<file path="config.mk">
export PLATFORM = sky130hd
export DESIGN_NAME = ecr_controller
export DESIGN_NICKNAME = d
export VERILOG_FILES = /design/src/hdl/ecr_pkg.sv /design/src/hdl/ecr_controller.sv
export SDC_FILE = /design/constraint.sdc
export NUM_CORES = 1
export LEC_CHECK = 0
export BUFFER_PORTS_ARGS = -buffer_cell sky130_fd_sc_hd__buf_2
export CAP_MARGIN = 20
export CORE_AREA = 8 8 48 50
export CTS_CLUSTER_SIZE = 30
export DETAILED_ROUTE_END_ITERATION = 10
export DIE_AREA = 0 0 56 58
export GPL_TIMING_DRIVEN = 0
export PLACE_DENSITY = 0.77
export SYNTH_ARGS = -nofsm -noshare
export SYNTH_HDL_FRONTEND = slang
export SYNTH_SLANG_ARGS = --single-unit
</file>
<file path="constraint.sdc">
create_clock -name clock -period 4.7 [get_ports clock]
set_clock_uncertainty 0.15 [all_clocks]
set_input_delay 0.705 -clock clock [delete_from_list [all_inputs] [get_ports clock]]
set_output_delay 0.705 -clock clock [all_outputs]
set_load 0.03 [all_outputs]
</file>
<file path="src/hdl/ecr_pkg.sv">
// Shared types and constants for the effect compartment Hill response unit.
package ecr_pkg;

   // configuration port
   localparam int CSR_IDX_W  = 2;
   localparam int CSR_DATA_W = 32;
   localparam logic [CSR_IDX_W-1:0] CSR_RATE_IDX  = 2'd0;
   localparam logic [CSR_IDX_W-1:0] CSR_HILL_IDX  = 2'd1;
   localparam logic [CSR_IDX_W-1:0] CSR_LOGQ_IDX  = 2'd2;
   // unmapped index, writes to it are dropped
   localparam logic [CSR_IDX_W-1:0] CSR_SPARE_IDX = 2'd3;

   // register reset values
   localparam logic [31:0] RATE_RESET = 32'd16777216;
   localparam logic [23:0] HILL_RESET = 24'd65536;
   localparam logic [23:0] LOGQ_RESET = 24'd0;

   // log2(10) in Q.24
   localparam logic [25:0] LOG2_10_Q24 = 26'd55732705;

   // step counts of the iterative phases
   localparam int LOG_STEPS = 16;
   localparam int DIV_STEPS = 17;
   localparam int CNT_W     = 5;

   // datapath operations
   typedef enum logic [4:0] {
      OP_NOP,
      OP_LOAD,
      OP_EUL_P,
      OP_EUL_LO,
      OP_EUL_HI,
      OP_EUL_UPD,
      OP_LOG_INIT,
      OP_LOG_SQ,
      OP_LOG_FIN,
      OP_A_MUL,
      OP_Z_MUL,
      OP_Z_CHK,
      OP_TAB_A,
      OP_TAB_B,
      OP_I_MUL,
      OP_EXP,
      OP_DIV,
      OP_OUT
   } ecr_op_type;

   typedef struct packed {
      ecr_op_type op;
      logic       first;
   } ecr_cmd_type;

   typedef struct packed {
      logic ce_zero;
      logic z_over;
      logic z_under;
   } ecr_status_type;

endpackage

</file>
<file path="src/hdl/ecr_controller.sv">
// Controller: sequences one sample through the datapath and runs both handshakes.
module ecr_controller import ecr_pkg::*; (
   input  logic           clock,
   input  logic           reset,
   input  logic           req_valid,
   output logic           req_ready,
   output logic           rsp_valid,
   input  logic           rsp_ready,
   input  ecr_status_type status,
   output ecr_cmd_type    cmd
);

   typedef enum logic [4:0] {
      S_IDLE, S_EP, S_ELO, S_EHI, S_EUPD, S_LINIT, S_LSQ, S_LFIN,
      S_AMUL, S_ZMUL, S_ZCHK, S_TA, S_TB, S_IMUL, S_EXP, S_DIV, S_FIN
   } state_type;

   state_type        state_ff, state_in;
   logic [CNT_W-1:0] cnt_ff, cnt_in;
   logic             rsp_valid_ff, rsp_valid_in;
   logic             out_free;

   assign out_free  = !rsp_valid_ff || rsp_ready;
   assign req_ready = (state_ff == S_IDLE);
   assign rsp_valid = rsp_valid_ff;

   // next state and datapath command
   always_comb begin
      state_in     = state_ff;
      cnt_in       = cnt_ff;
      rsp_valid_in = rsp_valid_ff && !rsp_ready;
      cmd.op       = OP_NOP;
      cmd.first    = (cnt_ff == '0);
      unique case (state_ff)
         S_IDLE: if (req_valid) begin
            cmd.op   = OP_LOAD;
            state_in = S_EP;
         end
         S_EP:   begin cmd.op = OP_EUL_P;   state_in = S_ELO;   end
         S_ELO:  begin cmd.op = OP_EUL_LO;  state_in = S_EHI;   end
         S_EHI:  begin cmd.op = OP_EUL_HI;  state_in = S_EUPD;  end
         S_EUPD: begin cmd.op = OP_EUL_UPD; state_in = S_LINIT; end
         S_LINIT: begin
            cmd.op   = OP_LOG_INIT;
            cnt_in   = '0;
            state_in = status.ce_zero ? S_FIN : S_LSQ;
         end
         S_LSQ: begin
            cmd.op = OP_LOG_SQ;
            cnt_in = cnt_ff + 1'b1;
            if (cnt_ff == CNT_W'(LOG_STEPS - 1)) state_in = S_LFIN;
         end
         S_LFIN: begin cmd.op = OP_LOG_FIN; state_in = S_AMUL; end
         S_AMUL: begin cmd.op = OP_A_MUL;   state_in = S_ZMUL; end
         S_ZMUL: begin cmd.op = OP_Z_MUL;   state_in = S_ZCHK; end
         S_ZCHK: begin cmd.op = OP_Z_CHK;   state_in = S_TA;   end
         S_TA: begin
            if (status.z_over || status.z_under) begin
               state_in = S_FIN;
            end else begin
               cmd.op   = OP_TAB_A;
               state_in = S_TB;
            end
         end
         S_TB:   begin cmd.op = OP_TAB_B; state_in = S_IMUL; end
         S_IMUL: begin cmd.op = OP_I_MUL; state_in = S_EXP;  end
         S_EXP: begin
            cmd.op   = OP_EXP;
            cnt_in   = '0;
            state_in = S_DIV;
         end
         S_DIV: begin
            cmd.op = OP_DIV;
            cnt_in = cnt_ff + 1'b1;
            if (cnt_ff == CNT_W'(DIV_STEPS - 1)) state_in = S_FIN;
         end
         S_FIN: if (out_free) begin
            cmd.op       = OP_OUT;
            rsp_valid_in = 1'b1;
            state_in     = S_IDLE;
         end
         default: state_in = S_IDLE;
      endcase
   end

   // state and registered outputs
   always_ff @(posedge clock) begin
      if (reset) begin
         state_ff     <= S_IDLE;
         cnt_ff       <= '0;
         rsp_valid_ff <= 1'b0;
      end else begin
         state_ff     <= state_in;
         cnt_ff       <= cnt_in;
         rsp_valid_ff <= rsp_valid_in;
      end
   end

`ifndef SYNTHESIS
   // a beat taken in always starts the Euler step next
   a_accept_starts: assert property (@(posedge clock) disable iff (reset)
      (req_valid && req_ready) |=> (state_ff == S_EP))
      else $error("accepted beat did not start processing");

   // a pending result is never overwritten
   a_no_overwrite: assert property (@(posedge clock) disable iff (reset)
      (state_ff == S_FIN && rsp_valid_ff && !rsp_ready) |=> (state_ff == S_FIN))
      else $error("result overwritten while waiting");

   // divider step counter never runs past its bound
   a_div_bound: assert property (@(posedge clock) disable iff (reset)
      (state_ff == S_DIV) |-> (cnt_ff <= CNT_W'(DIV_STEPS - 1)))
      else $error("divider step count overrun");

   // squaring loop stays in range
   a_log_bound: assert property (@(posedge clock) disable iff (reset)
      (state_ff == S_LSQ) |-> (cnt_ff <= CNT_W'(LOG_STEPS - 1)))
      else $error("log step count overrun");
`endif

endmodule

</file>
After elaboration in Yosys (flattened, before gate mapping):

Cells that the tools add are included.

* add/sub/neg operators: 1
* multipliers: 0
* divide/modulo/power cells: 0
* $lt $le $gt $ge: 0
* eq/ne operators: 22
* shift operators: 0
* mux-type cells: 14
* bitwise gates (word level): 0
* reduce and logical (&&, ||, !) cells: 11

Operator list (count)
* 5-bit case mux with 17 select lines: 2
* 5-bit by 4-bit equality test with 1-bit output, second input constant: 9
* 5-bit two-way mux: 7
* 5-bit by 3-bit equality test with 1-bit output, second input constant: 4
* 5-bit by 2-bit equality test with 1-bit output, second input constant: 2
* 5-bit equality test, second input constant: 2
* 5-bit logical NOT: 2
* 5-bit case mux with 2 select lines: 1
* 2-bit inequality test, second input constant: 4
* 5-bit by 1-bit adder with 5-bit output, second input constant: 1
* 5-bit by 1-bit equality test with 1-bit output, second input constant: 1
* 4-bit two-way mux: 1
* 4-bit AND reduction: 1
* 2-bit OR reduction: 2
* 1-bit two-way mux: 3
* 1-bit logical NOT: 2
* 1-bit logical OR: 2
* 2-bit nonzero test: 1
* 1-bit logical AND: 1

* bits in registers: 11
* latch bits: 0
* bits in writable memories: 0
* bits in read-only memories: 0
* output and inout port bits: 8
* word-level logic and storage cells: 51
* memories: 0

Depth between registers and ports, before layout:

* depth in word-level cells: 4
* mapped depth: 7
* depth with buffers taken out: 7

Least setup slack after synthesis:

No wires, ideal clock.

* kind: input-to-output
* from: input rsp_ready
* to: output cmd[1] (netlist name)
* arrival: 1650 ps
* data required time: 3845 ps
* path slack: 2195 ps
* stages on the path: 3
* path buffers: 0
* path through: nand2b_1 -> a21oi_1 -> a211oi_1

RTL lines
* from (decl): line ecr_controller.sv:8 `input logic rsp_ready,`
* to (decl): line ecr_controller.sv:10 `output ecr_cmd_type cmd`

==> run_summary.xml <==
<?xml version="1.0" encoding="UTF-8"?>
<metrics>
  <group name="timing">
    <metric name="maxSlewViolCount" unit="">0</metric>
    <metric name="totalNegativeSetupSlack" unit="ps">0</metric>
    <metric name="setup_viol" unit="">0</metric>
    <metric name="tightestPinTransition" unit="ps">455</metric>
    <metric name="maxSlewHeadroom" unit="%">69.7</metric>
    <metric name="min_period_over_period" unit="%">53.0</metric>
    <metric name="timing_hold_violations_final" unit="">0</metric>
    <metric name="fmax" unit="MHz">402</metric>
    <metric name="rsz0062_at_grt" unit="">no</metric>
    <metric name="final.min_clock_period" unit="ps">2490</metric>
  </group>
  <group name="synth">
    <metric name="synth_top_cells_by_count" unit="">dfxtp_1 (11), a21oi_1 (8), inv_1 (8), nor2_1 (8), nand2_1 (6)</metric>
    <metric name="main_flop_type_after_synthesis" unit="">dfxtp_1</metric>
    <metric name="post_synth_main_area_contributors" unit="">dfxtp_1 (26%), xnor2_1 (5.2%), a21oi_1 (4.8%)</metric>
    <metric name="synth_most_common_cell" unit="">dfxtp_1</metric>
    <metric name="synth.top_cell.area_share" unit="%">26.3</metric>
    <metric name="ys.warnings.count" unit="">0</metric>
    <metric name="synth_seq_cells" unit="">11</metric>
    <metric name="post_synth_inst_count" unit="">105</metric>
    <metric name="yosys.cell_types.count" unit="">37</metric>
    <metric name="average_instance_area_after_synthesis" unit="um2">7.96</metric>
    <metric name="mappedNetlistArea" unit="um2">836</metric>
    <metric name="synth_nets" unit="">115</metric>
    <metric name="synth.yosys.seq_area_share" unit="%">26.3</metric>
    <metric name="async_flop_share" unit="%">0</metric>
    <metric name="synth-edff-count" unit="">0</metric>
    <metric name="synthDominantAreaCellType" unit="">dfxtp_1</metric>
  </group>
  <group name="placed_design">
    <metric name="placed_instances" unit="">136</metric>
    <metric name="routabilityCongestion" unit="">0.849</metric>
    <metric name="portBuffers" unit="">14</metric>
    <metric name="detailed_place_hpwl" unit="um">1400</metric>
  </group>
  <group name="min_path">
    <metric name="worstHoldStart" unit="">cnt_ff[4]</metric>
    <metric name="min_delay_worst_endpoint" unit="">cnt_ff[4]</metric>
    <metric name="worst_hold_path_type" unit="">register to register</metric>
    <metric name="hold_path_depth" unit="">2</metric>
  </group>
  <group name="global_route">
    <metric name="global_route.usage.total" unit="%">11.8</metric>
    <metric name="grt_first_pass_wirelength" unit="um">3240</metric>
    <metric name="globalRouteOverflowTotal" unit="">0</metric>
    <metric name="grt_start_max_net_pins" unit="">11</metric>
    <metric name="grt_pass1_vias" unit="">776</metric>
    <metric name="antenna_found_initial" unit="">0</metric>
  </group>
  <group name="cts">
    <metric name="post_cts_hold_buffer_count" unit="">0</metric>
    <metric name="cts_max_path_buffers" unit="">2</metric>
    <metric name="cts-resized-gates" unit="">0</metric>
    <metric name="tritoncts.num_buffers" unit="">3</metric>
    <metric name="root_buffer" unit="">clkbuf_4</metric>
    <metric name="post_cts_buffers" unit="">0</metric>
    <metric name="cts.sinks" unit="">11</metric>
    <metric name="clock_insertion_delay_worst_skew" unit="ps">280</metric>
    <metric name="htree_num_levels" unit="">1</metric>
    <metric name="tritoncts" unit="">built</metric>
    <metric name="clkSlewWorstSetupHoldPaths" unit="ps">80</metric>
  </group>
  <group name="detailed_routing">
    <metric name="drt-total-wl" unit="um">1870</metric>
    <metric name="initialDrtViolationCount" unit="">29</metric>
    <metric name="via_count" unit="">801</metric>
    <metric name="drt-vias-per-instance" unit="">5.72</metric>
    <metric name="drc" unit="">0</metric>
    <metric name="detail_route.first_pass.iterations" unit="">4</metric>
    <metric name="routed_wire_length_per_instance" unit="um">13.4</metric>
    <metric name="antenna_left" unit="">0</metric>
  </group>
  <group name="setup_path">
    <metric name="worstSetupPathDepth" unit="">6</metric>
    <metric name="cp.buffers_inverters" unit="">3</metric>
    <metric name="worst_ep_required_time" unit="ps">3850</metric>
    <metric name="cp_data_arrival_time" unit="ps">1640</metric>
    <metric name="reg2regPathDepth" unit="">7</metric>
    <metric name="crit_path_max_fanout" unit="">10</metric>
    <metric name="rr_endpoint" unit="">state_ff[0]</metric>
    <metric name="regToRegSetupSlack" unit="ps">2950</metric>
    <metric name="timing.critical_path.max_delay_family" unit="">flip-flops</metric>
    <metric name="crit_path_max_incr_delay" unit="ps">520</metric>
    <metric name="start_kind" unit="">register</metric>
    <metric name="setup_crit_end_kind" unit="">output port</metric>
    <metric name="rr_startpoint" unit="">cnt_ff[0]</metric>
    <metric name="crit_chain" unit="">buf_6 -&gt; nand2_1 -&gt; o21ai_0 -&gt; a21o_1 -&gt; inv_1 -&gt; buf_2</metric>
    <metric name="critical_path.slowest_cell" unit="">dfxtp_1</metric>
    <metric name="crit_type" unit="">register to output port</metric>
  </group>
  <group name="power_and_ir_drop">
    <metric name="power_leakage" unit="nW">0.396</metric>
    <metric name="max-vdd-ir-drop" unit="mV">0.208</metric>
    <metric name="pwr_density_cell" unit="nW/um2">335</metric>
  </group>
  <group name="die">
    <metric name="core_region_area" unit="um2">1610</metric>
    <metric name="dieArea" unit="um2">3250</metric>
    <metric name="initial_core_util" unit="%">51.8</metric>
    <metric name="die_h" unit="um">58</metric>
    <metric name="die_width" unit="um">56</metric>
    <metric name="io_pins" unit="">15</metric>
    <metric name="fp-row-count" unit="">15</metric>
  </group>
  <group name="final_layout">
    <metric name="n_antenna_cell" unit="">0</metric>
    <metric name="area.growth.synth_to_final" unit="%">14.1</metric>
    <metric name="layout.nets" unit="">134</metric>
    <metric name="final-instance-count-excl-fill" unit="">140</metric>
    <metric name="drive_above_1_share" unit="%">21.1</metric>
  </group>
  <group name="flow_run">
    <metric name="maxCapViolCount" unit="">0</metric>
  </group>
  <group name="status">
    <metric name="outcome" unit="">complete, no violations</metric>
  </group>
</metrics>
through the flow:
stage	hold slack, ps	power (mW)	setup slack (ps)	cell area, um2	util [%]
final	361	0.319	2210	953	59.1
after global routing	396	0.338	2070	953	59.1
after CTS	369	0.320	2220	953	59.1
after detailed placement	356	0.252	2380	927	57.4
after global placement	348	0.251	2390	927	57.4
after floorplan	325	0.220	2200	836	-
flip-flops by register name (all words and copies together) (netlist names):
signal	count
rsp_valid	1
state_ff	5
cnt_ff	5
layout by cell type (no fill, tap or decap), drive strengths merged, types with 3 or more instances in the layout:
| master | count |
|---|---|
| buf | 20 |
| dfxtp | 11 |
| inv | 8 |
| a21oi | 8 |
| nor2 | 8 |
| nand2 | 6 |
| o21ai | 5 |
| xnor2 | 5 |
| nor3 | 5 |
| clkbuf | 5 |
| nor2b | 3 |
| o21a | 3 |
| and3 | 3 |
| ha | 3 |
report_power, final:
group	internal (mW)	leakage [nW]	switching, mW
sequential	0.0995	0.0892	0.00946
combinational	0.0542	0.292	0.0877
clock	0.0329	0.0150	0.0353
metal layers:
metal / global-route usage [%] / vias to the layer above / wire (um)
met1: 13.6 / 366 / 878
met4: 6.19 / 0 / 34
met3: 2.40 / 5 / 111
met5: 0 / - / 0
met2: 20.0 / 22 / 848
li1: - / 408 / -
worst register-to-register path: cells and delay by family (launching register included):
family	cells	cell delay (ps)
compound gates	3	530
fa+ha+maj	2	380
buf+inv	1	50
flops	1	340
simple gates	1	180
cell families after synthesis:
group | after synthesis | share of synthesized area, %
buffers and inverters | 15 | 9.13
flip-flops | 11 | 26.3
multiplexers | 1 | 1.20
XOR/XNOR | 5 | 5.24
AND/OR/NAND/NOR | 43 | 32.3
adder cells (fa/ha/maj) | 3 | 4.49
AO/OA/AOI/OAI | 27 | 21.3
layout make-up:
cell class,count,area (um2)
Buffer,7,46.3
Clock buffer,4,26.3
Multi-Input combinational cell,79,539
Inverter,8,30.0
Fill cell,146,661
Sequential cell,11,220
Timing Repair Buffer,14,70.1
Tap cell,17,21.3
how the worst max path moves through the flow:
stage | slack [ps] | from | to
2_1_floorplan | 2200 | rsp_ready | cmd[1]
3_3_place_gp | 2390 | status[0] | cmd[3]
3_5_place_dp | 2380 | status[0] | cmd[4]
4_1_cts | 2220 | state_ff[1] | cmd[4]
5_1_grt | 2070 | state_ff[1] | cmd[4]
6_report | 2210 | state_ff[1] | cmd[4]
No activity file was read; power rests on OpenSTA's default activity.
